<file path="src/rtl/core/bb3_pkg.sv">
// ----------------------------------------------------------------------------
// bb3_pkg
// Shared types, constants and helper functions of the 3x3 box blur.
// ----------------------------------------------------------------------------
`default_nettype none

package bb3_pkg;

  // channel and register widths
  localparam int CH_BITS       = 8;
  localparam int FW_BITS       = 11;
  localparam int FH_BITS       = 13;
  localparam int CFG_IDX_BITS  = 1;
  localparam int CFG_DATA_BITS = 13;

  localparam logic [FW_BITS-1:0] FW_RESET = 11'd640;
  localparam logic [FH_BITS-1:0] FH_RESET = 13'd480;

  // register indexes
  localparam logic [CFG_IDX_BITS-1:0] CFG_FRAME_WIDTH  = 1'b0;
  localparam logic [CFG_IDX_BITS-1:0] CFG_FRAME_HEIGHT = 1'b1;

  // beat opcodes
  localparam logic OP_PIXEL = 1'b0;
  localparam logic OP_DRAIN = 1'b1;

  // window geometry, tap index is column * 3 + row
  localparam int WIN_DIM    = 3;
  localparam int WIN_TAPS   = WIN_DIM * WIN_DIM;
  localparam int CENTER_TAP = WIN_TAPS / 2;

  // mean arithmetic: (2*sum + n) * ceil(2^18 / 2n) >> 18
  localparam int SUM_BITS    = 12;
  localparam int CNT_BITS    = 4;
  localparam int NUM_BITS    = SUM_BITS + 1;
  localparam int RECIP_BITS  = 18;
  localparam int RECIP_SHIFT = 18;
  localparam int PROD_BITS   = NUM_BITS + RECIP_BITS;

  typedef struct packed {
    logic [CH_BITS-1:0] red;
    logic [CH_BITS-1:0] green;
    logic [CH_BITS-1:0] blue;
  } rgb_t;

  // one window column, row 0 oldest
  typedef rgb_t [WIN_DIM-1:0] column_t;
  typedef column_t [WIN_DIM-1:0] window_t;

  typedef struct packed {
    rgb_t older;
    rgb_t recent;
  } row_pair_t;

  typedef struct packed {
    logic op;
    rgb_t px;
  } in_item_t;

  typedef struct packed {
    rgb_t [WIN_TAPS-1:0] pixels;
    logic [WIN_TAPS-1:0] mask;
    logic                frame_end;
  } emit_req_t;

  typedef struct packed {
    logic [CH_BITS-1:0] red;
    logic [CH_BITS-1:0] green;
    logic [CH_BITS-1:0] blue;
    logic               frame_end;
  } blur_t;

  // tap mask from column and row validity
  function automatic logic [WIN_TAPS-1:0] build_mask(input logic [WIN_DIM-1:0] cv,
                                                     input logic [WIN_DIM-1:0] rv);
    logic [WIN_TAPS-1:0] m;
    for (int c = 0; c < WIN_DIM; c++) begin
      for (int r = 0; r < WIN_DIM; r++) begin
        m[c*WIN_DIM+r] = cv[c] & rv[r];
      end
    end
    return m;
  endfunction

  // reciprocal of 2n scaled by 2^18, rounded up
  function automatic logic [RECIP_BITS-1:0] recip_of(input logic [CNT_BITS-1:0] n);
    logic [RECIP_BITS-1:0] r;
    unique case (n)
      4'd2:    r = 18'd65536;
      4'd3:    r = 18'd43691;
      4'd4:    r = 18'd32768;
      4'd5:    r = 18'd26215;
      4'd6:    r = 18'd21846;
      4'd7:    r = 18'd18725;
      4'd8:    r = 18'd16384;
      4'd9:    r = 18'd14564;
      default: r = 18'd131072;
    endcase
    return r;
  endfunction

endpackage

`default_nettype wire

</file>
<file path="src/rtl/core/bb3_mean.sv">
// ----------------------------------------------------------------------------
// bb3_mean
// Two-stage elastic pipeline: masked window sums, then rounded division by
// the tap count through a reciprocal multiply. Its last stage is the output.
// ----------------------------------------------------------------------------
`default_nettype none

module bb3_mean (
  input  logic               clk_i,
  input  logic               rst_ni,
  input  logic               req_valid_i,
  output logic               req_ready_o,
  input  bb3_pkg::emit_req_t req_i,
  output logic               out_valid_o,
  input  logic               out_ready_i,
  output bb3_pkg::blur_t     out_o
);
  import bb3_pkg::*;

  logic [SUM_BITS-1:0] sum_r, sum_g, sum_b;
  logic [CNT_BITS-1:0] n_cnt;

  logic                a_valid_q;
  logic [SUM_BITS-1:0] a_sum_r_q, a_sum_g_q, a_sum_b_q;
  logic [CNT_BITS-1:0] a_n_q;
  logic                a_fe_q;
  logic                b_valid_q;
  logic                a_adv, b_adv;

  function automatic logic [CH_BITS-1:0] round_mean(input logic [SUM_BITS-1:0] sum,
                                                    input logic [CNT_BITS-1:0] n);
    logic [NUM_BITS-1:0]  num;
    logic [PROD_BITS-1:0] prod;
    num  = {sum, 1'b0} + NUM_BITS'(n);
    prod = PROD_BITS'(num) * PROD_BITS'(recip_of(n));
    return prod[RECIP_SHIFT +: CH_BITS];
  endfunction

  // stage handshake
  assign b_adv       = !b_valid_q || out_ready_i;
  assign a_adv       = !a_valid_q || b_adv;
  assign req_ready_o = a_adv;
  assign out_valid_o = b_valid_q;

  // masked sums and tap count
  always_comb begin
    sum_r = '0;
    sum_g = '0;
    sum_b = '0;
    n_cnt = '0;
    for (int i = 0; i < WIN_TAPS; i++) begin
      if (req_i.mask[i]) begin
        sum_r = sum_r + SUM_BITS'(req_i.pixels[i].red);
        sum_g = sum_g + SUM_BITS'(req_i.pixels[i].green);
        sum_b = sum_b + SUM_BITS'(req_i.pixels[i].blue);
        n_cnt = n_cnt + CNT_BITS'(1);
      end
    end
    if (n_cnt == '0) begin
      n_cnt = CNT_BITS'(1);
    end
  end

  // stage valid bits
  always_ff @(posedge clk_i or negedge rst_ni) begin
    if (!rst_ni) begin
      a_valid_q <= 1'b0;
      b_valid_q <= 1'b0;
    end else begin
      if (a_adv) begin
        a_valid_q <= req_valid_i;
      end
      if (b_adv) begin
        b_valid_q <= a_valid_q;
      end
    end
  end

  // stage payloads
  always_ff @(posedge clk_i) begin
    if (a_adv && req_valid_i) begin
      a_sum_r_q <= sum_r;
      a_sum_g_q <= sum_g;
      a_sum_b_q <= sum_b;
      a_n_q     <= n_cnt;
      a_fe_q    <= req_i.frame_end;
    end
    if (b_adv && a_valid_q) begin
      out_o.red       <= round_mean(a_sum_r_q, a_n_q);
      out_o.green     <= round_mean(a_sum_g_q, a_n_q);
      out_o.blue      <= round_mean(a_sum_b_q, a_n_q);
      out_o.frame_end <= a_fe_q;
    end
  end

endmodule

`default_nettype wire

</file>
<file path="config.mk">
export PLATFORM = sky130hd
export DESIGN_NAME = bb3_mean
export DESIGN_NICKNAME = d
export VERILOG_FILES = /design/src/rtl/core/bb3_pkg.sv /design/src/rtl/core/bb3_mean.sv
export SDC_FILE = /design/constraint.sdc
export NUM_CORES = 2
export LEC_CHECK = 0
export BUFFER_PORTS_ARGS = -buffer_cell sky130_fd_sc_hd__buf_2
export CAP_MARGIN = 25
export CORE_MARGIN = 1.5
export CORE_UTILIZATION = 55
export CTS_CLUSTER_SIZE = 40
export DETAILED_ROUTE_END_ITERATION = 10
export PLACE_DENSITY_LB_ADDON = 0.12
export SLEW_MARGIN = 20
export SYNTH_ARGS = -nofsm -noshare
export SYNTH_HDL_FRONTEND = slang
export SYNTH_SLANG_ARGS = --single-unit
</file>
<file path="constraint.sdc">
create_clock -name clk_i -period 13.2 [get_ports clk_i]
set_input_delay 1.32 -clock clk_i [delete_from_list [all_inputs] [get_ports clk_i]]
set_output_delay 1.32 -clock clk_i [all_outputs]
set_load 0.05 [all_outputs]
</file>
; ---- After elaboration in Yosys (flattened, before gate mapping)
; Memories as Yosys holds them, arrays and structs flattened. A register that Yosys moved wholly into a read port is not among the register bits.
; Index checks and enable logic that the tools add are counted.
[totals]
ff_bits = 68
latch_bits = 0
mem_bits_rw = 0
rom_bits = 864
in_bits = 230
output_inout_bits = 27
wordCells = 104
memories = 3
[mem_list]
columns = name, words, word_bits, read_ports, rd_ports_with_merged_regs, wr, line_no
row1 = (no name shown), 16, 18, 1, 1, 0, bb3_pkg.sv:88  ; unique case (n)
row2 = (no name shown), 16, 18, 1, 1, 0, bb3_pkg.sv:88
row3 = (no name shown), 16, 18, 1, 1, 0, bb3_pkg.sv:88
[classes]
addsub = 35
n_mul = 3
div = 0
order_cmp = 0
n_eq_ne = 0
shifts = 0
n_mux = 45
bitwise = 0
n_reduce_logical = 7
[op_table]
columns = op, n
row1 = 12-bit by 8-bit adder with 12-bit output, 24
row2 = 12-bit 2-to-1 mux, 24
row3 = 13-bit by 18-bit multiplier with 26-bit output, 3
row4 = 4-bit 2-to-1 mux, 14
row5 = 18-bit 2-to-1 mux, 3
row6 = 13-bit by 4-bit adder with 13-bit output, 3
row7 = 4-bit by 1-bit adder with 4-bit output (second input constant), 8
row8 = 8-bit 2-to-1 mux, 3
row9 = 4-bit logical NOT, 1
row10 = 1-bit logical AND, 2
row11 = 1-bit logical NOT, 2
row12 = 1-bit logical OR, 2
row13 = 1-bit 2-to-1 mux, 1

; ---- Logic depth before layout (Yosys ltp)
[depth]
word_depth = 20
ltp_mapped = 52
mapped_depth_nobuf = 50

; ---- Worst setup path after synthesis
; No wires, ideal clock.
[synth_path]
kind = input to register
from = input port req_i[1] (netlist bit)
to = register a_sum_g_q[10] (data pin)
setup_time_ps = 263
t_arrival_ps = 9562
t_required_ps = 12937
slack_ps = 3374
path_stages = 52
cell_sequence = clkbuf_1 -> clkbuf_1 -> nand2_1 -> inv_1 -> ha_1 -> a21o_1 -> a21oi_1 -> xnor2_1 -> nand2_1 -> o21ai_0 -> ha_1 -> nand2_1 -> o21ai_0 -> o21ai_0 -> o21a_1 -> ha_1 -> o21ai_0 -> nor2_1 -> [... 16 more ...] -> a21o_1 -> ha_1 -> o21ai_0 -> nor2_1 -> a21oi_1 -> mux2_2 -> ha_1 -> o21a_1 -> o21a_1 -> or2_2 -> a32oi_1 -> ha_1 -> o21ai_0 -> a21oi_1 -> o21ai_0 -> maj3_1 -> o21ai_1 -> xor2_1
[synth_via]
elab_chain_len = 17
[synth_rtl]
columns = item, line_no
row1 = from (decl), bb3_mean.sv:13  ; input bb3_pkg::emit_req_t req_i,
row2 = 8-bit 2-to-1 mux (*), bb3_mean.sv:52  ; if (req_i.mask[i]) begin
row3 = 12-bit by 8-bit adder with 12-bit output, bb3_mean.sv:54  ; sum_g = sum_g + SUM_BITS'(req_i.pixels[i].green);
row4 = 12-bit 2-to-1 mux (*), bb3_mean.sv:52
row5 = 12-bit by 8-bit adder with 12-bit output, bb3_mean.sv:54
row6 = 12-bit 2-to-1 mux (*), bb3_mean.sv:52
row7 = 12-bit by 8-bit adder with 12-bit output, bb3_mean.sv:54
row8 = 12-bit 2-to-1 mux (*), bb3_mean.sv:52
row9 = 12-bit by 8-bit adder with 12-bit output, bb3_mean.sv:54
row10 = [... 2 more ...], --
row11 = 12-bit 2-to-1 mux (*), bb3_mean.sv:52
row12 = 12-bit by 8-bit adder with 12-bit output, bb3_mean.sv:54
row13 = 12-bit 2-to-1 mux (*), bb3_mean.sv:52
row14 = 12-bit by 8-bit adder with 12-bit output, bb3_mean.sv:54
row15 = 12-bit 2-to-1 mux (*), bb3_mean.sv:52
row16 = 12-bit by 8-bit adder with 12-bit output, bb3_mean.sv:54
row17 = 12-bit 2-to-1 mux (*), bb3_mean.sv:52
row18 = named net sum_g[10], bb3_mean.sv:20  ; logic [SUM_BITS-1:0] sum_r, sum_g, sum_b;
row19 = to (signal assigned), bb3_mean.sv:83  ; a_sum_g_q <= sum_g;
row20 = to (decl), bb3_mean.sv:24  ; logic [SUM_BITS-1:0] a_sum_r_q, a_sum_g_q, a_sum_b_q;
; Mark *: on every way through the listed nets, which the timed path passes. The rest lies on a longest branch.
; A chain may end at the register's enable or synchronous reset.

; ---- Worst setup path in the final report
[layout_path]
from = input port req_i[2] (netlist bit)
to = register a_sum_g_q[10] (data pin)
[layout_via]
elab_chain_len = 15
[layout_rtl]
columns = item, line_no
row1 = 12-bit 2-to-1 mux (*), bb3_mean.sv:52
row2 = 12-bit by 8-bit adder with 12-bit output, bb3_mean.sv:54
row3 = 12-bit 2-to-1 mux (*), bb3_mean.sv:52
row4 = 12-bit by 8-bit adder with 12-bit output, bb3_mean.sv:54
row5 = 12-bit 2-to-1 mux (*), bb3_mean.sv:52
row6 = 12-bit by 8-bit adder with 12-bit output, bb3_mean.sv:54
row7 = 12-bit 2-to-1 mux (*), bb3_mean.sv:52
row8 = 12-bit by 8-bit adder with 12-bit output, bb3_mean.sv:54
row9 = 12-bit 2-to-1 mux (*), bb3_mean.sv:52
row10 = 12-bit by 8-bit adder with 12-bit output, bb3_mean.sv:54
row11 = 12-bit 2-to-1 mux (*), bb3_mean.sv:52
row12 = 12-bit by 8-bit adder with 12-bit output, bb3_mean.sv:54
row13 = 12-bit 2-to-1 mux (*), bb3_mean.sv:52
row14 = 12-bit by 8-bit adder with 12-bit output, bb3_mean.sv:54
row15 = 12-bit 2-to-1 mux (*), bb3_mean.sv:52
row16 = named net sum_g[10], bb3_mean.sv:20
; Marked as above.

==> results by group <==
Run status
  • Outcome: complete, no violations

Logic synthesis
  • #FFs+latches synth: 86
  • Ys Warns: 0
  • Syn_nets: 5013
  • Share of flip-flops with an asynchronous set or reset: 2.326%
  • Synth Instances: 3888
  • Sequential element share of the synthesized area: 7.169%
  • Syn Area/Cell: 8.583 um^2
  • Post-synth EDFFs: 66
  • Count leader, synth: inv_1
  • Netlist cell types: 80
  • Yosys top cell by area: fa_1
  • Top post-synthesis cells by area: fa_1 32%, ha_1 14%, inv_1 7.0%
  • Top cell type's share of synthesized area: 31.68%
  • Main synth FF type: edfxtp_1
  • Syn Std Cell Area: 33370 um^2
  • List of most frequent post-synthesis cells: 624 x inv_1, 528 x fa_1, 527 x nand2_1, 367 x ha_1, 182 x nor2b_1

Timing
  • Min Tclk post-route: 10.78 ns
  • Slew HR: 32.35%
  • Crit path setup slack, layout: 2.422 ns
  • Setup TNS: 0 ns
  • Clk_skew: 0.01325 ns
  • RSZ-0062 raised after global routing: no
  • Peak Freq: 0.09278 GHz
  • Worst Max-Slew Pin Slew: 1.014 ns
  • Fin. max-slew vios: 0
  • Fin crit share: 81.65%
  • Final hold vios: 0
  • Final Setup Violations: 0

Detailed routing
  • Detailed Route WL: 81140 um
  • Routed via count: 26509
  • WL/cell: 16.77 um
  • DR vias/cell: 5.480
  • Iter 0 DRT Violations: 1179
  • Antenna-violating nets left: 0
  • DRC: 0
  • Drt pass-1 iters: 5

CTS
  • CTS Buf Count: 9
  • Hold_buf cts: 0
  • Setup bufs post-CTS: 0
  • CTS tree: built
  • CTS resizes: 0
  • Later-pin clock latency in the skew report: 0.38 ns
  • Clk pin slew, worst setup/hold paths: 0.08 ns
  • CTS Root Cell: clkbuf_16
  • CTS sink cnt: 86
  • Clk buf depth: 2
  • H-Tree Depth: 3

Global route
  • Global-route usage over all layers: 26.84%
  • First-pass GRT wire length: 133700 um
  • Largest net degree at the start of global routing: 47
  • Initial antenna violation count: 8
  • Grt ovf: 0
  • Vias in the first global route: 26735

Place
  • Post-Place Setup Slack: 2.134 ns
  • DP Area: 35420 um^2
  • GP Congestion: 0.8913
  • PortBufs: 256
  • Detailed Place HPWL: 66120 um

Layout
  • Final Instance Area: 35720 um^2
  • Reg area: 2401 um^2
  • Area occupied by multi-input gates: 28080 um^2
  • Share of post-route cells with drive strength above 1: 11.11%
  • Syn-to-layout area delta: 7.057%
  • Fillers: 5502
  • Layout Nets: 5171

Critical path
  • WS Path Type: in2reg
  • R2R Path Start: a_n_q[1]$_SDFFCE_PP0P_
  • Worst-path fanout max: 35
  • Reg2reg path depth: 27
  • Worst setup SP type: input port
  • Arr. time, crit path: 10.91 ns
  • Worst path max stage delay: 0.57 ns
  • Crit-path slowest cell: inv_1
  • Worst R2R Setup Slack: 5.43 ns
  • WP data required: 13.33 ns
  • FF-to-FF End: out_o[16]$_DFFE_PP_
  • CP Capture Type: flip-flop

Floorplanning
  • Core ar.: 60130 um^2
  • Die height: 249.3 um
  • Initial Util: 55.49%
  • # IOs: 257
  • Rows: 90
  • Die W: 249.3 um
  • Die area: 62160 um^2

Worst hold path
  • Worst hold start: a_fe_q$_DFFE_PP_
  • Hold Path Cell Cnt: 0
  • Hold Crit Endpoint: out_o[0]$_DFFE_PP_
  • Worst Hold Class: reg2reg

Flow run
  • Max_cap viols: 0
final cells by class:
type / count / share of cell area, %
Clock buffer: 9 / 0.6304
Timing Repair Buffer: 299 / 4.490
Antenna cell: 4 / 0.02802
Sequential cell: 86 / 6.721
Inverter: 627 / 6.588
Tap cell: 782 / 2.739
Clock inverter: 7 / 0.2066
Multi-Input combinational cell: 3023 / 78.60
cell usage in the layout, fill, tap and decap left out, types with 12 or more instances in the layout:
cell / Yosys / routed
a21boi_0: 12 / 12
and2_1: 96 / 96
fa_1: 528 / 528
nand3_1: 23 / 23
inv_1: 624 / 624
nor2b_1: 182 / 182
o21a_1: 70 / 70
mux2_2: 83 / 83
buf_2: 4 / 256
or3_1: 12 / 12
nand2b_1: 44 / 44
or2_2: 17 / 17
a211oi_1: 30 / 30
o31a_1: 15 / 15
nor2_1: 168 / 168
o21bai_1: 17 / 17
nor3_1: 41 / 41
nand2_1: 527 / 527
a21o_1: 64 / 64
ha_1: 367 / 367
and3_1: 13 / 13
o211ai_1: 12 / 12
xor2_1: 62 / 58
a21oi_1: 147 / 147
buf_4: 0 / 43
o21ai_0: 164 / 164
o31ai_1: 13 / 13
xnor2_1: 152 / 152
edfxtp_1: 66 / 66
mux2i_1: 29 / 29
metal layers:
layer  track usage, %  part of all wire [%]  up-vias
met4            9.477                   3.6        8
met2            49.11                    52      594
li1                 -                     -    12821
met5                0                 0.062        -
met1            32.79                    41    12944
met3            2.602                   4.0      142
worst max-delay path, delay by kind of cell:
kind,cells,cell delay (ns)
mux,3,1.01
xor+xnor,3,0.40
buf+inv,4,1.30
compound gates,18,2.96
simple gates,7,0.98
fa+ha+maj,9,2.91
metrics by stage:
step | utilization (%) | hold slack, ns | cells
floorplan | - | 0.4003 | 3888
global placement | 58.90 | 0.4169 | 4817
detailed placement | 58.90 | 0.4127 | 4817
CTS | 59.39 | 0.4348 | 4833
global route | 59.40 | 0.4701 | 4836
finish | 59.41 | 0.4361 | 4837
cells by family (layout without fill, tap and decap cells):
group           count (synthesis)  after routing  share of synthesized area, %
fa+ha+maj                     898            898                         45.53
flops                          86             86                         7.169
mux                           112            112                         3.671
simple gates                 1158           1158                         16.41
compound gates                631            631                         12.23
xor+xnor                      224            224                         6.213
buf+inv                       779            942                         8.778
other cells                     0              4                             0
how the worst max path moves through the flow:
stage	slack (ns)	start	cells past startpoint	to
6_report	2.42	req_i[2]	44	a_sum_g_q[10]$_DFFE_PP_
5_1_grt	1.44	req_i[2]	44	a_sum_r_q[11]$_DFFE_PP_
4_1_cts	2.51	req_i[2]	44	a_sum_g_q[10]$_DFFE_PP_
3_3_place_gp	2.34	req_i[2]	44	a_sum_g_q[10]$_DFFE_PP_
2_1_floorplan	3.37	req_i[1]	52	a_sum_g_q[10]$_DFFE_PP_
3_5_place_dp	2.13	req_i[2]	44	a_sum_g_q[10]$_DFFE_PP_
Power is left out: the tool's default activity adds up to more than one toggle a clock period on the data nets, which glitch-free logic cannot reach.
