## config.mk

```make
export PLATFORM = sky130hd
export DESIGN_NAME = bb3_ctrl
export DESIGN_NICKNAME = d
export VERILOG_FILES = /design/src/rtl/core/bb3_pkg.sv /design/src/rtl/core/bb3_ctrl.sv
export SDC_FILE = /design/constraint.sdc
export NUM_CORES = 1
export LEC_CHECK = 0
export BUFFER_PORTS_ARGS = -buffer_cell sky130_fd_sc_hd__buf_4
export CORE_UTILIZATION = 25
export CTS_CLUSTER_DIAMETER = 150
export DETAILED_ROUTE_END_ITERATION = 16
export HOLD_SLACK_MARGIN = 0.02
export PLACE_DENSITY = 0.49
export REMOVE_ABC_BUFFERS = 1
export SLEW_MARGIN = 20
export SYNTH_ARGS = -nofsm -noshare
export SYNTH_HDL_FRONTEND = slang
export SYNTH_SLANG_ARGS = --single-unit
export TNS_END_PERCENT = 50
```

## constraint.sdc

```tcl
create_clock -name clk_i -period 39.8 [get_ports clk_i]
set_input_delay 11.94 -clock clk_i [delete_from_list [all_inputs] [get_ports clk_i]]
set_output_delay 11.94 -clock clk_i [all_outputs]
set_load 0.02 [all_outputs]
```

## src/rtl/core/bb3_pkg.sv

```systemverilog
// ----------------------------------------------------------------------------
// bb3_pkg
// Shared types, constants and helper functions of the 3x3 box blur.
// ----------------------------------------------------------------------------
`default_nettype none

package bb3_pkg;

  // channel and register widths
  localparam int CH_BITS       = 8;
  localparam int FW_BITS       = 11;
  localparam int FH_BITS       = 13;
  localparam int CFG_IDX_BITS  = 1;
  localparam int CFG_DATA_BITS = 13;

  localparam logic [FW_BITS-1:0] FW_RESET = 11'd640;
  localparam logic [FH_BITS-1:0] FH_RESET = 13'd480;

  // register indexes
  localparam logic [CFG_IDX_BITS-1:0] CFG_FRAME_WIDTH  = 1'b0;
  localparam logic [CFG_IDX_BITS-1:0] CFG_FRAME_HEIGHT = 1'b1;

  // beat opcodes
  localparam logic OP_PIXEL = 1'b0;
  localparam logic OP_DRAIN = 1'b1;

  // window geometry, tap index is column * 3 + row
  localparam int WIN_DIM    = 3;
  localparam int WIN_TAPS   = WIN_DIM * WIN_DIM;
  localparam int CENTER_TAP = WIN_TAPS / 2;

  // mean arithmetic: (2*sum + n) * ceil(2^18 / 2n) >> 18
  localparam int SUM_BITS    = 12;
  localparam int CNT_BITS    = 4;
  localparam int NUM_BITS    = SUM_BITS + 1;
  localparam int RECIP_BITS  = 18;
  localparam int RECIP_SHIFT = 18;
  localparam int PROD_BITS   = NUM_BITS + RECIP_BITS;

  typedef struct packed {
    logic [CH_BITS-1:0] red;
    logic [CH_BITS-1:0] green;
    logic [CH_BITS-1:0] blue;
  } rgb_t;

  // one window column, row 0 oldest
  typedef rgb_t [WIN_DIM-1:0] column_t;
  typedef column_t [WIN_DIM-1:0] window_t;

  typedef struct packed {
    rgb_t older;
    rgb_t recent;
  } row_pair_t;

  typedef struct packed {
    logic op;
    rgb_t px;
  } in_item_t;

  typedef struct packed {
    rgb_t [WIN_TAPS-1:0] pixels;
    logic [WIN_TAPS-1:0] mask;
    logic                frame_end;
  } emit_req_t;

  typedef struct packed {
    logic [CH_BITS-1:0] red;
    logic [CH_BITS-1:0] green;
    logic [CH_BITS-1:0] blue;
    logic               frame_end;
  } blur_t;

  // tap mask from column and row validity
  function automatic logic [WIN_TAPS-1:0] build_mask(input logic [WIN_DIM-1:0] cv,
                                                     input logic [WIN_DIM-1:0] rv);
    logic [WIN_TAPS-1:0] m;
    for (int c = 0; c < WIN_DIM; c++) begin
      for (int r = 0; r < WIN_DIM; r++) begin
        m[c*WIN_DIM+r] = cv[c] & rv[r];
      end
    end
    return m;
  endfunction

  // reciprocal of 2n scaled by 2^18, rounded up
  function automatic logic [RECIP_BITS-1:0] recip_of(input logic [CNT_BITS-1:0] n);
    logic [RECIP_BITS-1:0] r;
    unique case (n)
      4'd2:    r = 18'd65536;
      4'd3:    r = 18'd43691;
      4'd4:    r = 18'd32768;
      4'd5:    r = 18'd26215;
      4'd6:    r = 18'd21846;
      4'd7:    r = 18'd18725;
      4'd8:    r = 18'd16384;
      4'd9:    r = 18'd14564;
      default: r = 18'd131072;
    endcase
    return r;
  endfunction

endpackage

`default_nettype wire

```

## src/rtl/core/bb3_ctrl.sv

```systemverilog
// ----------------------------------------------------------------------------
// bb3_ctrl
// Frame sequencer: raster counters, row buffer read/write-back, the 3x3
// column window and the issue of up to two mean requests per beat.
// ----------------------------------------------------------------------------
`default_nettype none

module bb3_ctrl #(
  parameter  int MAX_WIDTH  = 1024,
  parameter  int MAX_HEIGHT = 4096,
  localparam int XW         = (MAX_WIDTH > 1) ? $clog2(MAX_WIDTH) : 1
) (
  input  logic                               clk_i,
  input  logic                               rst_ni,
  input  logic                               cfg_we_i,
  input  logic [bb3_pkg::CFG_IDX_BITS-1:0]   cfg_idx_i,
  input  logic [bb3_pkg::CFG_DATA_BITS-1:0]  cfg_data_i,
  input  logic                               in_valid_i,
  output logic                               in_ready_o,
  input  bb3_pkg::in_item_t                  in_item_i,
  output logic                               mem_rd_en_o,
  output logic [XW-1:0]                      mem_rd_addr_o,
  input  bb3_pkg::row_pair_t                 mem_rd_data_i,
  output logic                               mem_wr_en_o,
  output logic [XW-1:0]                      mem_wr_addr_o,
  output bb3_pkg::row_pair_t                 mem_wr_data_o,
  output logic                               req_valid_o,
  input  logic                               req_ready_i,
  output bb3_pkg::emit_req_t                 req_o
);
  import bb3_pkg::*;

  localparam int WW = $clog2(MAX_WIDTH + 1);
  localparam int YW = (MAX_HEIGHT > 1) ? $clog2(MAX_HEIGHT) : 1;
  localparam int HW = $clog2(MAX_HEIGHT + 1);

  localparam logic [2:0] ST_IDLE = 3'd0;
  localparam logic [2:0] ST_PIX  = 3'd1;
  localparam logic [2:0] ST_DR1  = 3'd2;
  localparam logic [2:0] ST_DR2  = 3'd3;
  localparam logic [2:0] ST_DR3  = 3'd4;
  localparam logic [2:0] ST_EMIT = 3'd5;

  logic [2:0]           state_q, state_d;
  logic [FW_BITS-1:0]   fw_q, fw_d;
  logic [FH_BITS-1:0]   fh_q, fh_d;
  logic [XW-1:0]        x_q, x_d;
  logic [YW-1:0]        y_q, y_d;
  logic [XW-1:0]        dc_q, dc_d;
  logic                 draining_q, draining_d;
  logic                 need_a_q, need_a_d;
  logic                 need_b_q, need_b_d;

  rgb_t                 pix_q;
  window_t              win_q;
  logic [WIN_TAPS-1:0]  mask_a_q, mask_b_q, mask_a_d, mask_b_d;
  logic                 fe_q, fe_d;
  logic                 load_masks;

  logic [WW-1:0]        uw, x_next1, dc_next1;
  logic [HW-1:0]        uh, y_next1;
  logic                 x_last, y_last, dc_last;
  logic [XW-1:0]        dc_prev, dc_after;
  logic                 in_fire, take_pix, take_drain, shift_en;
  column_t              new_col;
  logic [WIN_DIM-1:0]   cv_a, cv_b, rv;
  rgb_t [WIN_TAPS-1:0]  px_a, px_b;

  // frame size in use, clamped to 1..max
  always_comb begin
    if (fw_q == '0) begin
      uw = WW'(1);
    end else if (int'(fw_q) > MAX_WIDTH) begin
      uw = WW'(MAX_WIDTH);
    end else begin
      uw = WW'(fw_q);
    end
    if (fh_q == '0) begin
      uh = HW'(1);
    end else if (int'(fh_q) > MAX_HEIGHT) begin
      uh = HW'(MAX_HEIGHT);
    end else begin
      uh = HW'(fh_q);
    end
  end

  // position compares
  assign x_next1  = WW'(x_q) + WW'(1);
  assign y_next1  = HW'(y_q) + HW'(1);
  assign dc_next1 = WW'(dc_q) + WW'(1);
  assign x_last   = x_next1 >= uw;
  assign y_last   = y_next1 >= uh;
  assign dc_last  = dc_next1 >= uw;
  assign dc_prev  = (dc_q == '0) ? '0 : dc_q - XW'(1);
  assign dc_after = (dc_next1 >= WW'(MAX_WIDTH)) ? '0 : dc_next1[XW-1:0];

  // input handshake
  assign in_ready_o = (state_q == ST_IDLE);
  assign in_fire    = in_valid_i && in_ready_o;
  assign take_pix   = in_fire && (in_item_i.op == OP_PIXEL) && !draining_q;
  assign take_drain = in_fire && (in_item_i.op == OP_DRAIN) && draining_q;

  // row buffer access
  always_comb begin
    mem_rd_en_o   = 1'b0;
    mem_rd_addr_o = x_q;
    unique case (state_q)
      ST_IDLE: begin
        mem_rd_en_o   = take_pix || take_drain;
        mem_rd_addr_o = take_drain ? dc_prev : x_q;
      end
      ST_DR1: begin
        mem_rd_en_o   = 1'b1;
        mem_rd_addr_o = dc_q;
      end
      ST_DR2: begin
        mem_rd_en_o   = 1'b1;
        mem_rd_addr_o = dc_after;
      end
      default: begin
        mem_rd_en_o   = 1'b0;
      end
    endcase
  end

  // write back: recent row moves to older, new pixel becomes recent
  assign mem_wr_en_o          = (state_q == ST_PIX);
  assign mem_wr_addr_o        = x_q;
  assign mem_wr_data_o.older  = mem_rd_data_i.recent;
  assign mem_wr_data_o.recent = pix_q;

  // column entering the window
  assign shift_en   = (state_q == ST_PIX) || (state_q == ST_DR1) ||
                      (state_q == ST_DR2) || (state_q == ST_DR3);
  assign new_col[0] = mem_rd_data_i.older;
  assign new_col[1] = mem_rd_data_i.recent;
  assign new_col[2] = (state_q == ST_PIX) ? pix_q : '0;

  // request payloads: full window, or the row-end window with the right column out
  always_comb begin
    for (int r = 0; r < WIN_DIM; r++) begin
      px_a[r]             = win_q[0][r];
      px_a[WIN_DIM+r]     = win_q[1][r];
      px_a[2*WIN_DIM+r]   = win_q[2][r];
      px_b[r]             = win_q[1][r];
      px_b[WIN_DIM+r]     = win_q[2][r];
      px_b[2*WIN_DIM+r]   = win_q[2][r];
    end
  end

  assign req_valid_o     = (state_q == ST_EMIT);
  assign req_o.pixels    = need_a_q ? px_a : px_b;
  assign req_o.mask      = need_a_q ? mask_a_q : mask_b_q;
  assign req_o.frame_end = need_a_q && fe_q;

  // sequencer
  always_comb begin
    state_d    = state_q;
    fw_d       = fw_q;
    fh_d       = fh_q;
    x_d        = x_q;
    y_d        = y_q;
    dc_d       = dc_q;
    draining_d = draining_q;
    need_a_d   = need_a_q;
    need_b_d   = need_b_q;
    fe_d       = fe_q;
    load_masks = 1'b0;
    cv_a       = '0;
    cv_b       = '0;
    rv         = '0;

    unique case (state_q)
      ST_IDLE: begin
        if (take_pix) begin
          state_d = ST_PIX;
        end else if (take_drain) begin
          state_d = ST_DR1;
        end
      end
      ST_PIX: begin
        load_masks = 1'b1;
        rv         = {1'b1, 1'b1, (y_q > YW'(1))};
        cv_a       = {1'b1, 1'b1, (x_q > XW'(1))};
        cv_b       = {1'b0, 1'b1, (x_q != '0)};
        need_a_d   = (y_q != '0) && (x_q != '0);
        need_b_d   = (y_q != '0) && x_last;
        fe_d       = 1'b0;
        state_d    = (need_a_d || need_b_d) ? ST_EMIT : ST_IDLE;
        if (x_last) begin
          x_d = '0;
          if (y_last) begin
            y_d        = '0;
            dc_d       = '0;
            draining_d = 1'b1;
          end else begin
            y_d = y_next1[YW-1:0];
          end
        end else begin
          x_d = x_next1[XW-1:0];
        end
      end
      ST_DR1: begin
        state_d = ST_DR2;
      end
      ST_DR2: begin
        state_d = ST_DR3;
      end
      ST_DR3: begin
        load_masks = 1'b1;
        rv         = {1'b0, 1'b1, (uh > HW'(1))};
        cv_a       = {!dc_last, 1'b1, (dc_q != '0)};
        need_a_d   = 1'b1;
        need_b_d   = 1'b0;
        fe_d       = dc_last;
        state_d    = ST_EMIT;
        if (dc_last) begin
          x_d        = '0;
          y_d        = '0;
          dc_d       = '0;
          draining_d = 1'b0;
        end else begin
          dc_d = dc_next1[XW-1:0];
        end
      end
      ST_EMIT: begin
        if (req_ready_i) begin
          if (need_a_q) begin
            need_a_d = 1'b0;
            if (!need_b_q) begin
              state_d = ST_IDLE;
            end
          end else begin
            need_b_d = 1'b0;
            state_d  = ST_IDLE;
          end
        end
      end
      default: begin
        state_d = ST_IDLE;
      end
    endcase

    // register write restarts the frame position
    if (cfg_we_i) begin
      x_d        = '0;
      y_d        = '0;
      dc_d       = '0;
      draining_d = 1'b0;
      unique case (cfg_idx_i)
        CFG_FRAME_WIDTH:  fw_d = cfg_data_i[FW_BITS-1:0];
        CFG_FRAME_HEIGHT: fh_d = cfg_data_i[FH_BITS-1:0];
      endcase
    end
  end

  assign mask_a_d = build_mask(cv_a, rv);
  assign mask_b_d = build_mask(cv_b, rv);

  // control registers
  always_ff @(posedge clk_i or negedge rst_ni) begin
    if (!rst_ni) begin
      state_q    <= ST_IDLE;
      fw_q       <= FW_RESET;
      fh_q       <= FH_RESET;
      x_q        <= '0;
      y_q        <= '0;
      dc_q       <= '0;
      draining_q <= 1'b0;
      need_a_q   <= 1'b0;
      need_b_q   <= 1'b0;
    end else begin
      state_q    <= state_d;
      fw_q       <= fw_d;
      fh_q       <= fh_d;
      x_q        <= x_d;
      y_q        <= y_d;
      dc_q       <= dc_d;
      draining_q <= draining_d;
      need_a_q   <= need_a_d;
      need_b_q   <= need_b_d;
    end
  end

  // pixel, window and mask payloads
  always_ff @(posedge clk_i) begin
    if (take_pix) begin
      pix_q <= in_item_i.px;
    end
    if (shift_en) begin
      win_q[0] <= win_q[1];
      win_q[1] <= win_q[2];
      win_q[2] <= new_col;
    end
    if (load_masks) begin
      mask_a_q <= mask_a_d;
      mask_b_q <= mask_b_d;
      fe_q     <= fe_d;
    end
  end

endmodule

`default_nettype wire

```

# After elaboration in Yosys (flattened, before gate mapping)

Cells that the tools add are included.

Add/subtract/negate cells: 4
Multiply operators: 0
Div/mod/pow operators: 0
$lt $le $gt $ge: 9
Equal/unequal tests: 12
Shift operators: 0
Mux-type cells: 47
Bitwise logic cells: 20
Reduce and logical (&&, ||, !) cells: 37

Operators with widths:

| operator              | count |
|---|---|
| $mux 144              | 1 |
| $mux 10               | 10 |
| $mux 12               | 4 |
| $pmux 10 s2           | 2 |
| $pmux 10 s3           | 1 |
| $mux 13               | 2 |
| $pmux 12 s2           | 1 |
| $add 10x1->11 const B | 2 |
| $ge 11x11->1          | 2 |
| $mux 11               | 2 |
| $reduce_bool 10->1    | 2 |
| $mux 3                | 6 |
| $pmux 3 s6            | 1 |
| $and 1x1->1           | 15 |
| $add 12x1->13 const B | 1 |
| $ge 13x13->1          | 1 |
| $gt 13x1->1 const B   | 1 |
| $gt 13x13->1 const B  | 1 |
| $logic_not 13->1      | 1 |
| $gt 12x1->1 const B   | 1 |
| $pmux 3 s2            | 2 |
| $reduce_and 3->1      | 4 |
| $reduce_bool 12->1    | 1 |
| $ge 11x11->1 const B  | 1 |
| 29 further kinds      | 64 |

Bits in registers: 321
Bits in latches: 0
RAM bits: 0
Memory bits (read-only): 0
Input port bits: 92
Output and inout bits: 298
Logic and storage cells: 171
Memories kept: 0

# Depth between registers and ports, before layout

Gate-level depths: netlist of the first run.

Word-level depth: 8
Mapped depth: 14
Mapped depth without buffers: 13

# Least setup slack after synthesis of the first run

Ideal clock, no wire load.

Kind: in2out
From: input in_item_i[24] (netlist bit)
To: output mem_rd_addr_o[2]
Data arrival time: 13,240 ps
Data required time: 27,860 ps
Setup slack: 14,620 ps
Cell stages on the path: 5
Path buffers: 0
Cells stage by stage: nand4_1 -> a31oi_1 -> nand2_1 -> a21bo_2 -> a2bb2oi_1

Word-level cells in the longest chain between the ends: 4

RTL lines:

| what                           | line            | source |
|---|---|---|
| start, declared                | bb3_ctrl.sv:20  | `input bb3_pkg::in_item_t in_item_i,` |
| $logic_and 1x1->1 (2 in a row) | bb3_ctrl.sv:101 | `assign take_drain = in_fire && (in_item_i.op == OP_DRAIN) && draining_q;` |
| $mux 10                        | bb3_ctrl.sv:110 | `mem_rd_addr_o = take_drain ? dc_prev : x_q;` |
| $pmux 10 s3                    | bb3_ctrl.sv:107 | `unique case (state_q)` |
| end, declared                  | bb3_ctrl.sv:22  | `output logic [XW-1:0] mem_rd_addr_o,` |

Every way passes these cells.

# Final worst setup path of the first run

Ends and elaborated chain as after synthesis.

==> results of run 1 <==
per-stage QoR:
step | instances | power [µW] | worst slack, ns
after global routing | 2243 | 1970 | 14.03
after floorplan | 990 | 1200 | 14.62
final | 2243 | 1870 | 14.22
after CTS | 2242 | 1910 | 14.26
after global placement | 2174 | 1540 | 14.28
after detailed placement | 2174 | 1540 | 14.27
Yosys cell counts, types with 4 or more instances:
cell      count
edfxtp_1    254
mux2_2      174
buf_4        97
nand2_1      63
dfrtp_1      56
clkbuf_1     44
ha_1         43
nor2_1       39
inv_1        38
nand3_1      37
and3_1       31
a21oi_1      30
o21ai_0      30
xnor2_1      21
nand4_1      15
nor4_1       12
and2_1       11
a31oi_1      10
nor3_1       10
mux2i_1       9
xor2_1        9
a22o_1        8
nor2b_1       8
a21o_1        7
buf_1         7
dfstp_2       6
o211ai_1      5
o31ai_1       4
worst paths after layout:
check                      cells past startpoint          start               end  slack [ns]
max reg2reg                                    6     state_q[1]          px_a[36]       35.57
min                                            0      px_a[133]          px_a[61]        0.45
min in group asynchronous                      1         rst_ni        state_q[1]       11.47
min reg2reg                                    0      px_a[133]          px_a[61]        0.45
max in group asynchronous                      1         rst_ni          need_a_q       27.67
max                                            7  in_item_i[24]  mem_rd_addr_o[2]       14.22
layer usage:
layer | GRT usage | vias to the layer above | part of all wire
li1 | - | 4746 | -
met1 | 0.175 | 5018 | 0.43
met2 | 0.215 | 386 | 0.46
met3 | 0.0447 | 73 | 0.081
met4 | 0.0540 | 2 | 0.032
met5 | 0 | - | 0.00027
report_power, final:
group / leakage (µW) / internal [µW] / switching [µW] / total [µW]
logic: 0.00419 / 350 / 516 / 866
clock network: 0.000610 / 211 / 144 / 356
registers: 0.00319 / 567 / 83.9 / 651
total: 0.00800 / 1130 / 744 / 1870
flip-flops by register name, summed over array words and instances (netlist names), 3 cells and up:
| name | cells |
|---|---|
| px_a | 216 |
| mem_wr_data_o | 24 |
| fh_q | 13 |
| y_q | 12 |
| fw_q | 11 |
| dc_q | 10 |
| mem_wr_addr_o | 10 |
| mask_a_q | 8 |
| mask_b_q | 5 |
| state_q | 3 |
placed cells by master (no fill, tap or decap), types with 9 or more instances in the layout:
cell type,instances
buf_4,403
edfxtp_1,254
mux2_2,174
nand2_1,63
dfrtp_1,55
ha_1,43
clkbuf_16,41
nor2_1,39
inv_1,38
nand3_1,37
and3_1,30
o21ai_0,30
a21oi_1,30
xnor2_1,20
nand4_1,15
nor4_1,12
and2_1,11
nor3_1,10
a31oi_1,10
clkbuf_1,10
xor2_1,9
mux2i_1,9
cells by family (layout without fill, tap and decap cells):
logic type | Yosys count | after routing | share of synthesized area
buf+inv | 191 | 509 | 0.0719
fa+ha+maj | 43 | 43 | 0.0352
mux | 183 | 183 | 0.134
xor+xnor | 30 | 30 | 0.0172
simple gates | 243 | 243 | 0.0812
flops | 316 | 316 | 0.600
compound gates | 137 | 137 | 0.0601
final cells by class:
type / count / area (µm²) / share of cell area
flip-flops and latches: 316 / 9190 / 0.468
multi-input cells: 636 / 5020 / 0.256
repair buffers: 403 / 3030 / 0.154
clock buffers: 52 / 1080 / 0.0548
well taps: 782 / 978 / 0.0498
clock inverters: 16 / 205 / 0.0104
inverters: 38 / 143 / 0.00726
critical path: cells and delay by family:
| kind | cells | cell delay (ns) |
|---|---|---|
| AND/OR/NAND/NOR | 2 | 0.45 |
| AO/OA/AOI/OAI | 3 | 0.98 |
| buffers and inverters | 2 | 0.28 |
==> key figures, run 1 <==
Clock tree
  – CTS tree: done
  – Clock tree buffer depth: 3
  – Clock sinks: 316
  – Clock-pin slew on the worst setup and hold paths: 0.06 ns
  – Postcts setup bufs: 0
  – CTS Hold Buffers Added: 0
  – Clk root buf: clkbuf_16
  – H-tree depth: 2
  – Post-cts sizing count: 0
  – Clock Latency Late Sink: 0.57 ns
  – TritonCTS buffer count: 40

STA
  – Final setup skew: 0.0195 ns
  – Count of final max-slew check failures: 0
  – Final Cycle Share: 0.643
  – Setup_tns: 0 ns
  – Final Setup Violations: 0
  – Tightest Pin Transition: 1.01 ns
  – FMAX: 39.1 MHz
  – WHS: 0.448 ns
  – Unrepaired setup endpoints after global routing: false
  – Rel. slew slack: 0.325
  – Final Hold Vio Count: 0
  – Final worst path period need: 25.58 ns

Floorplan
  – Initial Util: 0.253
  – I/O pins: 390
  – Die Width: 249 µm
  – Site Rows: 90
  – Die Height: 249 µm
  – Die area: 62200 µm²
  – Core ar.: 60400 µm²

Synth
  – Most used DFF post-synth: edfxtp_1
  – Syn Area/Cell: 13.4 µm²
  – Synth Register Bits: 316
  – Async S/R FF share, synth: 0.196
  – Yosys top cell area share: 0.499
  – Synth Cell Area: 15300 µm²
  – Mapped Cells: 1143
  – Sequential-to-total area share from yosys stat: 0.600
  – Post-synth EDFFs: 254
  – Cell accounting for the most synthesized area: edfxtp_1
  – Most area-consuming cells after synthesis: edfxtp_1 (50%), mux2_2 (13%), dfrtp_1 (9.2%), buf_4 (4.8%), ha_1 (3.5%)
  – Yosys cell types: 65
  – Warnings, synthesis: 0

Routing
  – # DRC: 0
  – DR vias/cell: 4.56
  – Detailed-route via count: 10225
  – WL/cell: 19.5 µm
  – Detailed Route WL: 43800 µm
  – Number of DRC markers in iteration 0: 478
  – Drt first pass iters: 5
  – Routed Antenna Nets: 0

Layout
  – Ant diodes: 0
  – Layout cell share with drive strength beyond 1: 0.448
  – Fin area: 19600 µm²
  – Fin util: 0.325
  – Nets: 1570
  – Fill count: 6013
  – Synthesis-to-finish area growth: 28.4%

GRT
  – Grt ovf: 0
  – Vias in the first global route: 10086
  – First-pass GRT wire length: 65100 µm
  – Largest net degree at the start of global routing: 78
  – Initial antenna violation count: 2
  – Gr usage total: 0.137

Placement
  – Area post-placement: 18400 µm²
  – GP Congestion: 0.853
  – Detailed placer's ending HPWL: 31400 µm
  – Port Buffers: 389

Setup path
  – CP most frequent cell: buf_4
  – CP max FO: 8
  – Critical path startpoint category: input pin
  – Worst setup EP type: primary output
  – CP cell instances: buf_4, nand4_1, a31oi_1, nand2_1, a21bo_2, a2bb2oi_1, buf_4
  – CP max stage delay: 0.57 ns
  – WP data arrival: 13.64 ns
  – Slowest CP cell: a31oi_1
  – Critical Path RT: 27.86 ns
  – Crit path kind: in -> out

Run status
  – Status: completed

Power
  – Leakage power: 0.00800 µW
  – Peak supply drop: 0.0500 mV
  – Cell Pwr Density: 95.3 nW/µm²

Hold path
  – Hold Crit Class: reg -> reg

Run
  – Max_cap viols: 0
No activity file was read; power rests on OpenSTA's default activity.
==> run 2, diff against run 1 <==
- clock period: 39.8 -> 25.1 ns (I/O delays scaled with it)
==> run 2 against run 1 <==
Sequential share of layout area is 0.16 points higher. Non-clock buffer count is 1 higher. Largest cell class unchanged. Hold slack better by 0.016 ns.
==> key figures, run 2 (same netlist as run 1, synthesis figures left out) <==
Floorplan
  – Die area: 62200 µm²
  – Core ar.: 60400 µm²
  – I/O pins: 390
  – Die Height: 249 µm
  – Initial Util: 0.253
  – Site Rows: 90
  – Die Width: 249 µm

Run status
  – Status: completed

Clock tree
  – Clock-pin slew on the worst setup and hold paths: 0.05 ns
  – CTS tree: done
  – Postcts setup bufs: 0
  – CTS Hold Buffers Added: 0
  – H-tree depth: 2
  – Post-cts sizing count: 0
  – TritonCTS buffer count: 39
  – Clk root buf: clkbuf_16
  – Clock sinks: 316
  – Clock Latency Late Sink: 0.57 ns
  – Clock tree buffer depth: 3

Routing
  – Routed Antenna Nets: 0
  – # DRC: 0
  – Number of DRC markers in iteration 0: 518
  – Detailed Route WL: 44400 µm
  – DR vias/cell: 4.57
  – Detailed-route via count: 10253
  – Drt first pass iters: 5
  – WL/cell: 19.8 µm

STA
  – Final Cycle Share: 0.666
  – Final setup skew: 0.0186 ns
  – Rel. slew slack: 0.298
  – Final worst path period need: 16.73 ns
  – Unrepaired setup endpoints after global routing: false
  – Count of final max-slew check failures: 0
  – Setup_tns: 0 ns
  – WHS: 0.463 ns
  – FMAX: 59.8 MHz
  – Final Setup Violations: 0
  – Final Hold Vio Count: 0
  – Tightest Pin Transition: 1.05 ns

Layout
  – Commonest non-fill, non-tap cell in the layout: buf_4
  – Most frequent cells in the layout: buf_4 (403), edfxtp_1 (254), mux2_2 (174)
  – Fin util: 0.324
  – Layout cell share with drive strength beyond 1: 0.446
  – Nets: 1570
  – Synthesis-to-finish area growth: 28.0%
  – Largest register FFs: 216

Setup path
  – Worst R2R Path Depth: 13
  – CP max FO: 8
  – WP data arrival: 9.20 ns
  – Critical path startpoint category: input pin
  – Critical Path RT: 17.57 ns
  – Crit path kind: in -> out
  – Worst setup EP type: primary output

GRT
  – Grt ovf: 0
  – Initial antenna violation count: 3
  – Largest net degree at the start of global routing: 84
  – Vias in the first global route: 10184
  – Gr usage total: 0.138
  – First-pass GRT wire length: 65500 µm

Placement
  – Port Buffers: 389
  – GP Congestion: 0.854
  – Detailed placer's ending HPWL: 31600 µm

Hold path
  – Hold depth: 0
  – Hold Crit Class: reg -> reg

Power
  – Cell Pwr Density: 151 nW/µm²
  – Leakage power: 0.00798 µW
  – Peak supply drop: 0.0615 mV

Run
  – Max_cap viols: 0
-- run 2: cell types whose count changed in the layout (fill, tap and decap cells not counted), moves of 2 or more --
cell | previous run | this run
clkinv_1 | 5 | 8
clkinvlp_4 | 2 | 0
clkinv_2 | 0 | 4
inv_16 | 0 | 2
clkbuf_16 | 41 | 39
clkinv_4 | 3 | 1
-- run 2: through the flow --
step | cells | worst slack [ns] | cell area, µm² | power (µW)
after detailed placement | 2174 | 8.41 | 18400 | 2450
after CTS | 2242 | 8.38 | 19500 | 3000
final | 2245 | 8.37 | 19600 | 2950
after global placement | 2174 | 8.39 | 18400 | 2440
after floorplan | 990 | 8.74 | 14300 | 1900
after global routing | 2244 | 8.10 | 19600 | 3110
-- run 2: worst paths after layout --
kind | start | end | slack (ns)
worst max-delay path | in_item_i[24] | mem_rd_addr_o[2] | 8.37
worst min-delay path | px_a[199] | px_a[127] | 0.46
worst max register to register | dc_q[0] | mem_wr_addr_o[0] | 20.79
worst min register to register | px_a[199] | px_a[127] | 0.46
max in group asynchronous | rst_ni | need_a_q | 17.44
min in group asynchronous | rst_ni | state_q[1] | 7.03
-- run 2: report_power, final --
group | switching, µW | internal, µW
Combinational | 827 | 562
Sequential | 131 | 897
Clock | 227 | 309
-- run 2: layer usage --
metal / wire length (µm) / global-route usage / vias up / part of all wire
met3: 3690 / 0.0463 / 66 / 0.083
li1: - / - / 4750 / -
met4: 996 / 0.0429 / 4 / 0.022
met5: 28 / 0 / - / 0.00063
met2: 20600 / 0.221 / 374 / 0.46
met1: 19100 / 0.175 / 5059 / 0.43
-- run 2: layout make-up --
type                            instances  area (µm²)
Tap cell                              782         978
Sequential cell                       316        9190
Clock inverter                         18         168
Clock buffer                           50        1020
Inverter                               38         143
Multi-Input combinational cell        636        5020
Antenna cell                            1        2.50
Timing Repair Buffer                  404        3050
Fill cell                            6090       40800
-- run 2: critical path: stages --
cell,delay [ns]
buf_4,0.11
nand4_1,0.29
a31oi_1,0.54
nand2_1,0.15
a21bo_2,0.24
a2bb2oi_1,0.17
buf_4,0.17
==> run 3, diff against run 2 <==
- PLACE_DENSITY: 0.49 -> 0.5
- clock period: 25.1 -> 13.8 ns (I/O delays scaled with it)
==> run 3 against run 2 <==
Worst setup slack lost 4.4 ns. Combinational power grew 81%. Sequential share of layout area shrank 0.090 points. Final cell count is essentially flat. Register-to-register slack lost 11 ns.
==> key figures, run 3 (same netlist as run 1, synthesis figures left out) <==
Placement
  – GP Congestion: 0.839
  – Post-placement setup slack: 3.96 ns
  – Placed Instances: 2173
  – Port Buffers: 389
  – Detailed placer's ending HPWL: 31000 µm

Routing
  – Detailed Route WL: 43500 µm
  – Routed wl met3: 3370 µm
  – Drt first pass iters: 5
  – # DRC: 0
  – Met2 WL post-DR: 20200 µm
  – Routed Antenna Nets: 0
  – WL/cell: 19.4 µm
  – Top layer in use: met5
  – DR vias/cell: 4.52
  – Number of DRC markers in iteration 0: 516
  – Detailed-route via count: 10166
  – WL met1: 18700 µm

Hold path
  – Hold path endpoint: px_a[70]
  – Hold depth: 0
  – Hold_sp: px_a[142]
  – Hold Crit Class: reg -> reg

STA
  – Final Cycle Share: 0.715
  – Final Setup Violations: 0
  – Rel. slew slack: 0.316
  – Count of final max-slew check failures: 0
  – Final worst path period need: 9.87 ns
  – Final setup skew: 0.0182 ns
  – Final Hold Vio Count: 0
  – Post-route setup slack: 3.93 ns
  – Tightest Pin Transition: 1.03 ns
  – FMAX: 101 MHz
  – Setup_tns: 0 ns
  – Unrepaired setup endpoints after global routing: false

Layout
  – Largest register FFs: 216
  – Fill count: 6042
  – Ant diodes: 0
  – Nets: 1568
  – Synthesis-to-finish area growth: 28.2%
  – Most frequent cells in the layout: buf_4 (400), edfxtp_1 (254), mux2_2 (174)
  – Fin util: 0.325
  – Commonest non-fill, non-tap cell in the layout: buf_4
  – Layout cell share with drive strength beyond 1: 0.448
  – Non-Filler Instances: 2247

Power
  – Leakage power: 0.00800 µW
  – Peak supply drop: 0.281 mV
  – Cell Pwr Density: 275 nW/µm²
  – Overall power: 5390 µW

Setup path
  – WP data arrival: 5.73 ns
  – CP max FO: 8
  – Critical path startpoint category: input pin
  – Worst R2R Path Depth: 13
  – R2r startpoint: dc_q[0]
  – Worst setup EP type: primary output
  – Setup slack, reg-to-reg: 9.91 ns
  – R2r endpoint: mem_wr_addr_o[0]
  – Critical Path RT: 9.66 ns
  – Crit path kind: in -> out

Clock tree
  – CTS Hold Buffers Added: 0
  – Clk root buf: clkbuf_16
  – Clock Latency Late Sink: 0.56 ns
  – TritonCTS buffer count: 40
  – H-tree depth: 2
  – Clock-pin slew on the worst setup and hold paths: 0.06 ns
  – Post-cts sizing count: 0
  – Clock sinks: 316
  – CTS tree: done
  – Clock tree buffer depth: 3
  – Postcts setup bufs: 0

GRT
  – Vias in the first global route: 10004
  – Largest net degree at the start of global routing: 171
  – Initial antenna violation count: 1
  – Grt ovf: 0
  – First-pass GRT wire length: 64800 µm
  – Gr usage total: 0.136

Floorplan
  – Core ar.: 60400 µm²
  – Initial Util: 0.253
  – Die Height: 249 µm
  – Die Width: 249 µm
  – I/O pins: 390
  – Site Rows: 90
  – Die area: 62200 µm²

Run status
  – Status: completed

Run
  – Max_cap viols: 0
run 3: cell count changes in the layout (fill, tap and decap cells not counted), sizes merged:
cell / delta
clkinvlp: +1
clkbuf: +1
buf: -3
bufinv: -1
clkinv: +5
diode: -1
run 3: per-stage QoR:
stage,cell area (µm²),hold slack (ns)
2_1_floorplan,14300,0.440
3_3_place_gp,18400,0.449
3_5_place_dp,18400,0.455
4_1_cts,19600,0.473
5_1_grt,19600,0.484
6_report,19600,0.469
run 3: worst max path at each step:
stage | startpoint | endpoint | slack [ns] | cells past startpoint
5_1_grt | in_item_i[24] | mem_rd_addr_o[4] | 3.75 | 7
3_5_place_dp | in_item_i[24] | mem_rd_addr_o[4] | 3.96 | 7
2_1_floorplan | state_q[1] | px_a[0] | 1.02 | 2
6_report | in_item_i[24] | mem_rd_addr_o[4] | 3.93 | 7
3_3_place_gp | in_item_i[24] | mem_rd_addr_o[4] | 3.93 | 7
4_1_cts | in_item_i[24] | mem_rd_addr_o[4] | 3.95 | 7
run 3: cell type report:
type / instances / area (µm²) / share of cell area
Tap cell: 782 / 978 / 0.0499
Sequential cell: 316 / 9190 / 0.469
Clock inverter: 23 / 183 / 0.00931
Clock buffer: 51 / 1070 / 0.0547
Inverter: 38 / 143 / 0.00727
Timing Repair Buffer: 401 / 3020 / 0.154
Multi-Input combinational cell: 636 / 5020 / 0.256
run 3: power breakdown:
part / total, µW / switching [µW] / internal [µW]
logic: 2510 / 1500 / 1010
clock network: 1010 / 430 / 577
registers: 1880 / 241 / 1630
total: 5390 / 2170 / 3220
run 3: per-layer routing:
layer / track usage / vias up
li1: - / 4756
met3: 0.0437 / 75
met4: 0.0481 / 2
met1: 0.170 / 4957
met5: 0 / -
met2: 0.218 / 376
run 3: critical path: stages:
cell and delay (ns):
buf_4 0.11, nand4_1 0.28, a31oi_1 0.46, a21oi_1 0.12, o41ai_1 0.30, o21a_1 0.18, buf_4 0.14
